--- src/rtl/packet_rule_classifier_core_defines.svh ---
// Assertion shorthands for the classifier core.
`ifndef PACKET_RULE_CLASSIFIER_CORE_DEFINES_SVH
`define PACKET_RULE_CLASSIFIER_CORE_DEFINES_SVH

// same-cycle implication, checked outside reset
`define PRC_ASSERT_NOW(lbl, ante, cons) \
    lbl: assert property (@(posedge clk) disable iff (!rst_n) (ante) |-> (cons)) \
        else $error("prc check failed");

// next-cycle implication, checked outside reset
`define PRC_ASSERT_NEXT(lbl, ante, cons) \
    lbl: assert property (@(posedge clk) disable iff (!rst_n) (ante) |=> (cons)) \
        else $error("prc check failed");

`endif

--- src/rtl/prc_pkg.sv ---
package prc_pkg;

    localparam int CFG_INDEX_W = 3;
    localparam int CFG_DATA_W  = 32;

    // configuration register indexes
    localparam logic [CFG_INDEX_W-1:0] CFG_MIN_SECONDS    = 3'd0;
    localparam logic [CFG_INDEX_W-1:0] CFG_MAX_SECONDS    = 3'd1;
    localparam logic [CFG_INDEX_W-1:0] CFG_RULE_MODE      = 3'd2;
    localparam logic [CFG_INDEX_W-1:0] CFG_ENDPOINT_COUNT = 3'd3;
    localparam logic [CFG_INDEX_W-1:0] CFG_ADDRESS_COUNT  = 3'd4;
    localparam logic [CFG_INDEX_W-1:0] CFG_PORT_COUNT     = 3'd5;

    // operations
    localparam logic [1:0] OP_CLASSIFY    = 2'd0;
    localparam logic [1:0] OP_WR_ENDPOINT = 2'd1;
    localparam logic [1:0] OP_WR_ADDRESS  = 2'd2;
    localparam logic [1:0] OP_WR_PORT     = 2'd3;

    // match causes
    localparam logic [2:0] CAUSE_NONE     = 3'd0;
    localparam logic [2:0] CAUSE_TIME     = 3'd1;
    localparam logic [2:0] CAUSE_CONTENT  = 3'd2;
    localparam logic [2:0] CAUSE_ENDPOINT = 3'd3;
    localparam logic [2:0] CAUSE_ADDRESS  = 3'd4;
    localparam logic [2:0] CAUSE_PORT     = 3'd5;
    localparam logic [2:0] CAUSE_PROTOCOL = 3'd6;

    // rule_mode bit positions
    localparam int MODE_CONTENT  = 0;
    localparam int MODE_EPLIST   = 1;
    localparam int MODE_IPLIST   = 2;
    localparam int MODE_PORTLIST = 3;
    localparam int MODE_BOTHEP   = 4;

    typedef struct packed {
        logic [1:0]  operation;
        logic [3:0]  table_slot;
        logic [31:0] entry_address;
        logic [15:0] entry_port;
        logic [31:0] packet_seconds;
        logic [31:0] src_address;
        logic [15:0] src_port;
        logic [31:0] dst_address;
        logic [15:0] dst_port;
        logic [5:0]  packet_class;
    } prc_in_t;

    typedef struct packed {
        logic       matched;
        logic [2:0] match_cause;
    } prc_out_t;

    typedef struct packed {
        logic load;
        logic check;
        logic scan;
        logic resolve;
        logic publish;
    } prc_cmd_t;

    typedef struct packed {
        logic early_done;
        logic scan_done;
    } prc_status_t;

endpackage

--- src/rtl/packet_rule_classifier_core.sv ---
// Writes and items decided without a lookup skip the table scan; lookups scan the tables
// up to N entries (N the largest enabled clamped count).
// One item at a time: the next transfer can be taken in the cycle in which out_valid
// rises; the scan reads one entry per table per cycle.
// Reset (rst_n, async, active low) clears the control state and all configuration
// registers; table contents are not cleared and must be written before use.
module packet_rule_classifier_core #(
    parameter int ENDPOINT_ENTRIES = 16,
    parameter int ADDRESS_ENTRIES  = 16,
    parameter int PORT_ENTRIES     = 16
) (
    input  logic                            clk,
    input  logic                            rst_n,
    input  logic                            in_valid,
    output logic                            in_stall,
    input  prc_pkg::prc_in_t                in_data,
    output logic                            out_valid,
    input  logic                            out_stall,
    output prc_pkg::prc_out_t               out_data,
    input  logic                            cfg_write_en,
    input  logic [prc_pkg::CFG_INDEX_W-1:0] cfg_index,
    input  logic [prc_pkg::CFG_DATA_W-1:0]  cfg_data
);
    import prc_pkg::*;

    `include "packet_rule_classifier_core_defines.svh"

    prc_cmd_t    cmd;
    prc_status_t status;

    prc_ctrl u_ctrl (
        .clk       (clk),
        .rst_n     (rst_n),
        .in_valid  (in_valid),
        .in_stall  (in_stall),
        .out_valid (out_valid),
        .out_stall (out_stall),
        .status    (status),
        .cmd       (cmd)
    );

    prc_datapath #(
        .ENDPOINT_ENTRIES (ENDPOINT_ENTRIES),
        .ADDRESS_ENTRIES  (ADDRESS_ENTRIES),
        .PORT_ENTRIES     (PORT_ENTRIES)
    ) u_datapath (
        .clk          (clk),
        .rst_n        (rst_n),
        .in_data      (in_data),
        .out_data     (out_data),
        .cfg_write_en (cfg_write_en),
        .cfg_index    (cfg_index),
        .cfg_data     (cfg_data),
        .cmd          (cmd),
        .status       (status)
    );

    // a transfer in makes the block busy until its result is published
    `PRC_ASSERT_NEXT(a_busy_after_transfer, in_valid && !in_stall, in_stall)
    // a fresh result arrives together with the block going idle
    `PRC_ASSERT_NOW(a_result_frees_input, $rose(out_valid), !in_stall)
    // matched agrees with the cause code
    `PRC_ASSERT_NOW(a_matched_cause, out_valid, out_data.matched == (out_data.match_cause >= CAUSE_CONTENT))
    `PRC_ASSERT_NOW(a_cause_range, out_valid, out_data.match_cause <= CAUSE_PROTOCOL)

endmodule

--- src/rtl/prc_ctrl.sv ---
module prc_ctrl (
    input  logic                clk,
    input  logic                rst_n,
    input  logic                in_valid,
    output logic                in_stall,
    output logic                out_valid,
    input  logic                out_stall,
    input  prc_pkg::prc_status_t status,
    output prc_pkg::prc_cmd_t    cmd
);
    import prc_pkg::*;

    typedef enum logic [1:0] {
        S_IDLE,
        S_CHECK,
        S_SCAN,
        S_FINAL
    } state_t;

    state_t state_reg, state_next;
    logic   in_stall_reg, in_stall_next;
    logic   out_valid_reg, out_valid_next;
    logic   can_publish;

    assign can_publish = !out_valid_reg || !out_stall;

    always_comb
    begin
        state_next     = state_reg;
        in_stall_next  = in_stall_reg;
        out_valid_next = out_valid_reg && out_stall;
        cmd            = '0;
        unique case (state_reg)
            S_IDLE:
            begin
                if (in_valid)
                begin
                    cmd.load      = 1'b1;
                    state_next    = S_CHECK;
                    in_stall_next = 1'b1;
                end
            end
            S_CHECK:
            begin
                cmd.check  = 1'b1;
                state_next = status.early_done ? S_FINAL : S_SCAN;
            end
            S_SCAN:
            begin
                cmd.scan = 1'b1;
                if (status.scan_done)
                begin
                    cmd.resolve = 1'b1;
                    state_next  = S_FINAL;
                end
            end
            S_FINAL:
            begin
                // result register frees when the pending transfer completes
                if (can_publish)
                begin
                    cmd.publish    = 1'b1;
                    out_valid_next = 1'b1;
                    in_stall_next  = 1'b0;
                    state_next     = S_IDLE;
                end
            end
            default:
            begin
                state_next = S_IDLE;
            end
        endcase
    end

    always_ff @(posedge clk or negedge rst_n)
    begin
        if (!rst_n)
        begin
            state_reg     <= S_IDLE;
            in_stall_reg  <= 1'b0;
            out_valid_reg <= 1'b0;
        end
        else
        begin
            state_reg     <= state_next;
            in_stall_reg  <= in_stall_next;
            out_valid_reg <= out_valid_next;
        end
    end

    assign in_stall  = in_stall_reg;
    assign out_valid = out_valid_reg;

endmodule

--- src/rtl/prc_datapath.sv ---
module prc_datapath #(
    parameter int ENDPOINT_ENTRIES = 16,
    parameter int ADDRESS_ENTRIES  = 16,
    parameter int PORT_ENTRIES     = 16
) (
    input  logic                                clk,
    input  logic                                rst_n,
    input  prc_pkg::prc_in_t                    in_data,
    output prc_pkg::prc_out_t                   out_data,
    input  logic                                cfg_write_en,
    input  logic [prc_pkg::CFG_INDEX_W-1:0]     cfg_index,
    input  logic [prc_pkg::CFG_DATA_W-1:0]      cfg_data,
    input  prc_pkg::prc_cmd_t                   cmd,
    output prc_pkg::prc_status_t                status
);
    import prc_pkg::*;

    localparam int EP_AW   = (ENDPOINT_ENTRIES > 1) ? $clog2(ENDPOINT_ENTRIES) : 1;
    localparam int IP_AW   = (ADDRESS_ENTRIES > 1) ? $clog2(ADDRESS_ENTRIES) : 1;
    localparam int PT_AW   = (PORT_ENTRIES > 1) ? $clog2(PORT_ENTRIES) : 1;
    localparam int MAX_A   = (ENDPOINT_ENTRIES > ADDRESS_ENTRIES) ?
                             ENDPOINT_ENTRIES : ADDRESS_ENTRIES;
    localparam int MAX_DEPTH = (MAX_A > PORT_ENTRIES) ? MAX_A : PORT_ENTRIES;
    localparam int LIM_W   = $clog2(MAX_DEPTH + 1);

    // configuration
    logic [31:0] min_seconds_reg;
    logic [31:0] max_seconds_reg;
    logic [9:0]  rule_mode_reg;
    logic [4:0]  ep_count_reg;
    logic [4:0]  ip_count_reg;
    logic [4:0]  pt_count_reg;

    always_ff @(posedge clk or negedge rst_n)
    begin
        if (!rst_n)
        begin
            min_seconds_reg <= '0;
            max_seconds_reg <= '0;
            rule_mode_reg   <= '0;
            ep_count_reg    <= '0;
            ip_count_reg    <= '0;
            pt_count_reg    <= '0;
        end
        else if (cfg_write_en)
        begin
            unique case (cfg_index)
                CFG_MIN_SECONDS:    min_seconds_reg <= cfg_data;
                CFG_MAX_SECONDS:    max_seconds_reg <= cfg_data;
                CFG_RULE_MODE:      rule_mode_reg   <= cfg_data[9:0];
                CFG_ENDPOINT_COUNT: ep_count_reg    <= cfg_data[4:0];
                CFG_ADDRESS_COUNT:  ip_count_reg    <= cfg_data[4:0];
                CFG_PORT_COUNT:     pt_count_reg    <= cfg_data[4:0];
                default:            ;
            endcase
        end
    end

    // captured item
    prc_in_t item_reg;

    always_ff @(posedge clk)
    begin
        if (cmd.load)
        begin
            item_reg <= in_data;
        end
    end

    logic [47:0] src_key, dst_key;
    logic        mode_ep, mode_ip, mode_pt, any_list;
    assign src_key  = {item_reg.src_address, item_reg.src_port};
    assign dst_key  = {item_reg.dst_address, item_reg.dst_port};
    assign mode_ep  = rule_mode_reg[MODE_EPLIST];
    assign mode_ip  = rule_mode_reg[MODE_IPLIST];
    assign mode_pt  = rule_mode_reg[MODE_PORTLIST];
    assign any_list = rule_mode_reg[MODE_CONTENT] | mode_ep | mode_ip | mode_pt;

    // clamped table fill levels
    logic [LIM_W-1:0] n_ep, n_ip, n_pt, limit;

    always_comb
    begin
        n_ep = (32'(ep_count_reg) > 32'(ENDPOINT_ENTRIES)) ?
               LIM_W'(ENDPOINT_ENTRIES) : LIM_W'(ep_count_reg);
        n_ip = (32'(ip_count_reg) > 32'(ADDRESS_ENTRIES)) ?
               LIM_W'(ADDRESS_ENTRIES) : LIM_W'(ip_count_reg);
        n_pt = (32'(pt_count_reg) > 32'(PORT_ENTRIES)) ?
               LIM_W'(PORT_ENTRIES) : LIM_W'(pt_count_reg);
        limit = '0;
        if (mode_ep)
        begin
            limit = n_ep;
        end
        if (mode_ip && (n_ip > limit))
        begin
            limit = n_ip;
        end
        if (mode_pt && (n_pt > limit))
        begin
            limit = n_pt;
        end
    end

    // first-pass decision: writes, time window, protocol mode, content
    logic       is_write, time_reject, content_hit, early_done;
    logic [2:0] early_cause;

    always_comb
    begin
        is_write    = (item_reg.operation != OP_CLASSIFY);
        time_reject = ((min_seconds_reg != '0) && (min_seconds_reg > item_reg.packet_seconds)) ||
                      ((max_seconds_reg != '0) && (max_seconds_reg < item_reg.packet_seconds));
        content_hit = rule_mode_reg[MODE_CONTENT] && item_reg.packet_class[0];
        early_done  = is_write || time_reject || !any_list || content_hit;
        if (is_write)
        begin
            early_cause = CAUSE_NONE;
        end
        else if (time_reject)
        begin
            early_cause = CAUSE_TIME;
        end
        else if (!any_list)
        begin
            early_cause = ((rule_mode_reg[9:5] & item_reg.packet_class[5:1]) != '0) ?
                          CAUSE_PROTOCOL : CAUSE_NONE;
        end
        else if (content_hit)
        begin
            early_cause = CAUSE_CONTENT;
        end
        else
        begin
            early_cause = CAUSE_NONE;
        end
    end

    // table writes
    logic ep_we, ip_we, pt_we;
    assign ep_we = cmd.check && (item_reg.operation == OP_WR_ENDPOINT) &&
                   (32'(item_reg.table_slot) < 32'(ENDPOINT_ENTRIES));
    assign ip_we = cmd.check && (item_reg.operation == OP_WR_ADDRESS) &&
                   (32'(item_reg.table_slot) < 32'(ADDRESS_ENTRIES));
    assign pt_we = cmd.check && (item_reg.operation == OP_WR_PORT) &&
                   (32'(item_reg.table_slot) < 32'(PORT_ENTRIES));

    // scan pointer and table memories
    logic [LIM_W-1:0] idx_reg;
    logic             issue;
    logic [47:0]      ep_mem [ENDPOINT_ENTRIES];
    logic [31:0]      ip_mem [ADDRESS_ENTRIES];
    logic [15:0]      pt_mem [PORT_ENTRIES];
    logic [47:0]      ep_rd_reg;
    logic [31:0]      ip_rd_reg;
    logic [15:0]      pt_rd_reg;

    assign issue = idx_reg < limit;

    always_ff @(posedge clk)
    begin
        if (ep_we)
        begin
            ep_mem[EP_AW'(item_reg.table_slot)] <= {item_reg.entry_address, item_reg.entry_port};
        end
        ep_rd_reg <= ep_mem[idx_reg[EP_AW-1:0]];
    end

    always_ff @(posedge clk)
    begin
        if (ip_we)
        begin
            ip_mem[IP_AW'(item_reg.table_slot)] <= item_reg.entry_address;
        end
        ip_rd_reg <= ip_mem[idx_reg[IP_AW-1:0]];
    end

    always_ff @(posedge clk)
    begin
        if (pt_we)
        begin
            pt_mem[PT_AW'(item_reg.table_slot)] <= item_reg.entry_port;
        end
        pt_rd_reg <= pt_mem[idx_reg[PT_AW-1:0]];
    end

    // read-data valid flags and sticky hits
    logic ep_rv_reg, ip_rv_reg, pt_rv_reg;
    logic ep_src_hit_reg, ep_dst_hit_reg, ip_hit_reg, pt_hit_reg;

    always_ff @(posedge clk or negedge rst_n)
    begin
        if (!rst_n)
        begin
            idx_reg        <= '0;
            ep_rv_reg      <= 1'b0;
            ip_rv_reg      <= 1'b0;
            pt_rv_reg      <= 1'b0;
            ep_src_hit_reg <= 1'b0;
            ep_dst_hit_reg <= 1'b0;
            ip_hit_reg     <= 1'b0;
            pt_hit_reg     <= 1'b0;
        end
        else if (cmd.check)
        begin
            idx_reg        <= '0;
            ep_rv_reg      <= 1'b0;
            ip_rv_reg      <= 1'b0;
            pt_rv_reg      <= 1'b0;
            ep_src_hit_reg <= 1'b0;
            ep_dst_hit_reg <= 1'b0;
            ip_hit_reg     <= 1'b0;
            pt_hit_reg     <= 1'b0;
        end
        else if (cmd.scan)
        begin
            if (issue)
            begin
                idx_reg <= idx_reg + 1'b1;
            end
            ep_rv_reg <= issue && mode_ep && (idx_reg < n_ep);
            ip_rv_reg <= issue && mode_ip && (idx_reg < n_ip);
            pt_rv_reg <= issue && mode_pt && (idx_reg < n_pt);
            if (ep_rv_reg && (ep_rd_reg == src_key))
            begin
                ep_src_hit_reg <= 1'b1;
            end
            if (ep_rv_reg && (ep_rd_reg == dst_key))
            begin
                ep_dst_hit_reg <= 1'b1;
            end
            if (ip_rv_reg && ((ip_rd_reg == item_reg.src_address) ||
                              (ip_rd_reg == item_reg.dst_address)))
            begin
                ip_hit_reg <= 1'b1;
            end
            if (pt_rv_reg && ((pt_rd_reg == item_reg.src_port) ||
                              (pt_rd_reg == item_reg.dst_port)))
            begin
                pt_hit_reg <= 1'b1;
            end
        end
    end

    logic scan_done;
    assign scan_done = !issue && !ep_rv_reg && !ip_rv_reg && !pt_rv_reg;

    assign status = '{early_done: early_done, scan_done: scan_done};

    // final decision after the scan, priority endpoint, address, port
    logic       ep_match;
    logic [2:0] scan_cause;

    always_comb
    begin
        ep_match = rule_mode_reg[MODE_BOTHEP] ? (ep_src_hit_reg && ep_dst_hit_reg) :
                                                (ep_src_hit_reg || ep_dst_hit_reg);
        if (mode_ep && ep_match)
        begin
            scan_cause = CAUSE_ENDPOINT;
        end
        else if (ip_hit_reg)
        begin
            scan_cause = CAUSE_ADDRESS;
        end
        else if (pt_hit_reg)
        begin
            scan_cause = CAUSE_PORT;
        end
        else
        begin
            scan_cause = CAUSE_NONE;
        end
    end

    logic [2:0] cause_reg;
    prc_out_t   out_reg;

    always_ff @(posedge clk)
    begin
        if (cmd.check)
        begin
            cause_reg <= early_cause;
        end
        else if (cmd.resolve)
        begin
            cause_reg <= scan_cause;
        end
        if (cmd.publish)
        begin
            out_reg.matched     <= (cause_reg >= CAUSE_CONTENT);
            out_reg.match_cause <= cause_reg;
        end
    end

    assign out_data = out_reg;

endmodule

--- config.mk ---
export PLATFORM = sky130hd
export DESIGN_NAME = packet_rule_classifier_core
export DESIGN_NICKNAME = d
export VERILOG_FILES = /design/src/rtl/prc_pkg.sv /design/src/rtl/packet_rule_classifier_core.sv /design/src/rtl/prc_ctrl.sv /design/src/rtl/prc_datapath.sv
export VERILOG_INCLUDE_DIRS = /design/src /design/src/rtl
export SDC_FILE = /design/constraint.sdc
export NUM_CORES = 2
export LEC_CHECK = 0
export BUFFER_PORTS_ARGS = -buffer_cell sky130_fd_sc_hd__buf_2
export CAP_MARGIN = 20
export CORE_MARGIN = 2
export CORE_UTILIZATION = 40
export DETAILED_ROUTE_END_ITERATION = 8
export SLEW_MARGIN = 20
export SYNTH_ARGS = -nofsm -noshare
export SYNTH_HDL_FRONTEND = slang
export SYNTH_SLANG_ARGS = --single-unit
--- constraint.sdc ---
create_clock -name clk -period 8 [get_ports clk]
set_input_delay 0.8 -clock clk [delete_from_list [all_inputs] [get_ports clk]]
set_output_delay 0.8 -clock clk [all_outputs]
set_load 0.05 [all_outputs]
==> flow_summary.toml <==
[setup_path]
cp_cell_sequence = "and2b_1 -> nand2_1 -> ha_1 -> nand4_1 -> o221a_1 -> or2_2 -> a31oi_1 -> ha_1 -> a21oi_1 -> a21boi_1 -> o311ai_2 -> o21ai_0 -> ha_1 -> a21oi_1 -> o21ai_0 -> a41o_1 -> o41ai_2 -> o31ai_1 -> nor2b_4 -> mux2i_1"
r2r_cells = 20
end_kind = "flop"
critPathKind = "reg2reg"
cp-start-kind = "flop"
r2r_end = "u_ctrl.state_reg[1]$_DFFE_PN0P_"
crit_cells = 20
cp_max_fo = 9
worstPathBufferInverterCount = 0
critPathArrivalTime_ns = 6.37
r2r_slack_ns = 2.35
critPathMaxStageDelay_ns = 0.59
rr_startpoint = "u_datapath.ep_count_reg[4]$_DFFE_PN0P_"
critPathTopFamily = "compound AO/OA/AOI/OAI gates"
critPathMostFrequentCell = "ha_1"
cp.required_ns = 8.72
crit_path_top_delay_cell = "o311ai_2"

[sta]
finalHoldViolCount = 0
fin_tns_setup_ns = 0
max-slew-margin-rel_pct = 24.9
rsz0062_at_grt = "false"
maxSlewViolCount = 0
setup_viol = 0
tightest_slew_ns = 1.13
fin_crit_ns = 5.65
period_share_pct = 70.6
skew_ns = 0.0485
fmax_ghz = 0.177

[detailed_routing]
post_drt_wl_per_cell_um = 29.7
met1Wirelength_um = 76700
drt-vias-per-instance = 5.52
num_vias = 35460
met3WireLength_um = 10500
routed-wl-met2_um = 95600
dr.pass1.iters = 5
drt_iter0_drc = 3700
drcViolationCount = 0
highest-signal-layer = "met4"
detail-route-antenna-nets = 0
wl_um = 191000

[placed_design]
dp_hpwl_um = 113000
place_area_sq_mm = 0.0790
port_buffers = 233
gp_congestion = 0.946

[power]
p_sw_mw = 8.05
p_seq_share_pct = 46.4
p_int_mw = 20.0
p_per_area_mw_per_mm2 = 328
leakage_nw = 27.8
clockPowerShare_pct = 31.6
vdd_drop_max_uv = 217
swShare_pct = 28.7
comb_power_share_pct = 21.9

[cells_and_area]
drive_gt1_share_pct = 31.2
top_register = "u_datapath.ep_mem"
final_cell_area_sq_mm = 0.0855
reg_top3 = "u_datapath.ep_mem (768), u_datapath.ip_mem (512), u_datapath.pt_mem (256)"
area_delta_synth_final_pct = 15.1
nets = 4096
largest_register_ff_count = 768

[yosys]
ys_ff_latch = 1932
ys.flop_type = "edfxtp_1"
ys_types = 66
yosys.area.top_type = "edfxtp_1"
synth.most_common_cell = "edfxtp_1"
syn_nets = 3698
synth-edff-count = 1731
ys_seq_area_share_pct = 76.1
synthArstFlopShare_pct = 5.43
yosysTopAreaCellShare_pct = 70.0
avgSynthCellArea_sq_um = 22.0
netlist_area_sq_mm = 0.0742
ys_warn_count = 0
syn_inst = 3376
synthTopCellsByCount = "edfxtp_1 (1,731), mux4_2 (480), xor2_1 (155)"
synthTopCellsByArea = "edfxtp_1 (70%), mux4_2 (15%), dfrtp_1 (3.5%)"

[floorplanning]
start_util_pct = 40.2
io_pins = 234
dieArea_sq_mm = 0.189
die_w_um = 435
row_count = 158
dieHeight_um = 435
core_area_sq_mm = 0.185

[global_route]
grt_max_degree = 91
grt_pass1_wl_um = 271000
grt-ovfl-total = 0
antenna_found_initial = 3
track_usage_pct = 20.1
grt_pass1_vias = 36566

[clock_tree]
cts_buffer_depth = 3
cts_tree = "built"
ctsHtreeMaxLevel = 4
cts.sink_count = 1932
clk_pin_slew_ns = 0.06
clock_latency_ns = 0.84
cts_buffers = 192
clock-root-buffer = "clkbuf_16"

[run]
maxCapViolCount = 0

[min_path]
hp-start = "in_data[31]"
hp-class = "in2reg"
worstHoldEndpoint = "u_datapath.dst_key[25]$_DFFE_PP_"
whs_path_depth = 1

[status]
status = "finished clean"
## logic make-up (layout without fill, tap and decap cells)
group	after synthesis	in the layout	synth area share, %
AOI/OAI and AO/OA	134	134	1.27
xor gates and xnor gates	187	187	2.21
adders and majority gates	94	94	1.58
buffers and inverters	182	747	0.927
DFF	1932	1932	76.1
muxes	572	572	16.0
other	0	1	0
and+or+nand+nor	275	275	1.92
## worst max-delay path by stage
stage	startpoint	endpoint	slack, ns
floorplan	in_valid	u_datapath.dst_key[0]$_DFFE_PP_	2.37
detailed placement	u_datapath.ep_count_reg[4]$_DFFE_PN0P_	u_ctrl.state_reg[1]$_DFFE_PN0P_	2.43
CTS	u_datapath.ep_count_reg[4]$_DFFE_PN0P_	u_ctrl.state_reg[1]$_DFFE_PN0P_	2.36
global route	u_datapath.ep_count_reg[4]$_DFFE_PN0P_	u_ctrl.state_reg[1]$_DFFE_PN0P_	1.88
finish	u_datapath.ep_count_reg[4]$_DFFE_PN0P_	u_ctrl.state_reg[1]$_DFFE_PN0P_	2.35
global placement	u_datapath.ep_count_reg[4]$_DFFE_PN0P_	u_ctrl.state_reg[1]$_DFFE_PN0P_	2.47
## final cells by class
class | count | area, sq um
Clock inverter | 93 | 961
Inverter | 59 | 229
Fill cell | 15276 | 99400
Antenna cell | 1 | 2.50
Tap cell | 2480 | 3100
Timing Repair Buffer | 327 | 2030
Sequential cell | 1932 | 56500
Multi-Input combinational cell | 1262 | 17300
Clock buffer | 268 | 5280
## cells in the final DEF, fill, tap and decap left out, types with 24 or more instances in the layout
cell type	n
clkinv_1	34
clkinv_2	26
xnor2_1	32
clkbuf_16	194
nand4_1	31
nor2_4	33
ha_1	94
dfrtp_1	102
xor2_1	155
buf_2	232
buf_4	77
nor4_1	59
mux2_2	88
mux4_2	480
o21ai_0	24
nand2_1	51
inv_1	58
edfxtp_1	1731
clkbuf_1	59
dfxtp_1	96
a21oi_1	40
## power groups by stage
| stage | combinational [mW] | clock (mW) | sequential (mW) |
|---|---|---|---|
| CTS | 6.19 | 9.05 | 13.1 |
| finish | 6.16 | 8.88 | 13.0 |
| detailed placement | 6.16 | 0 | 13.3 |
| global placement | 6.14 | 0 | 13.3 |
| floorplan | 4.53 | 0 | 12.7 |
| global route | 6.61 | 9.43 | 13.1 |
## layer usage
| metal | vias to the layer above | GRT usage, % |
|---|---|---|
| li1 | 14830 | - |
| met1 | 19071 | 26.3 |
| met2 | 1244 | 33.6 |
| met3 | 315 | 3.20 |
| met4 | 0 | 8.50 |
| met5 | - | 0 |
## metrics by stage
stage                     utilization, %  hold slack [ns]  power, mW  setup slack (ns)  instances
final                               46.2            0.131       28.1              2.35       6422
after global routing                46.2           0.0830       29.1              1.88       6422
after CTS                           46.1           0.0649       28.3              2.36       6407
after detailed placement            42.7            0.405       19.4              2.43       6045
after global placement              42.7            0.411       19.4              2.47       6044
after floorplan                        -            0.400       17.2              2.37       3376
## what timing repair did
action,4_1_cts,5_1_grt
setup buffers,0,0
hold endpoints to repair,31,0
gates resized for setup,0,0
hold buffers,1,0
No activity file was read; power rests on OpenSTA's default activity.
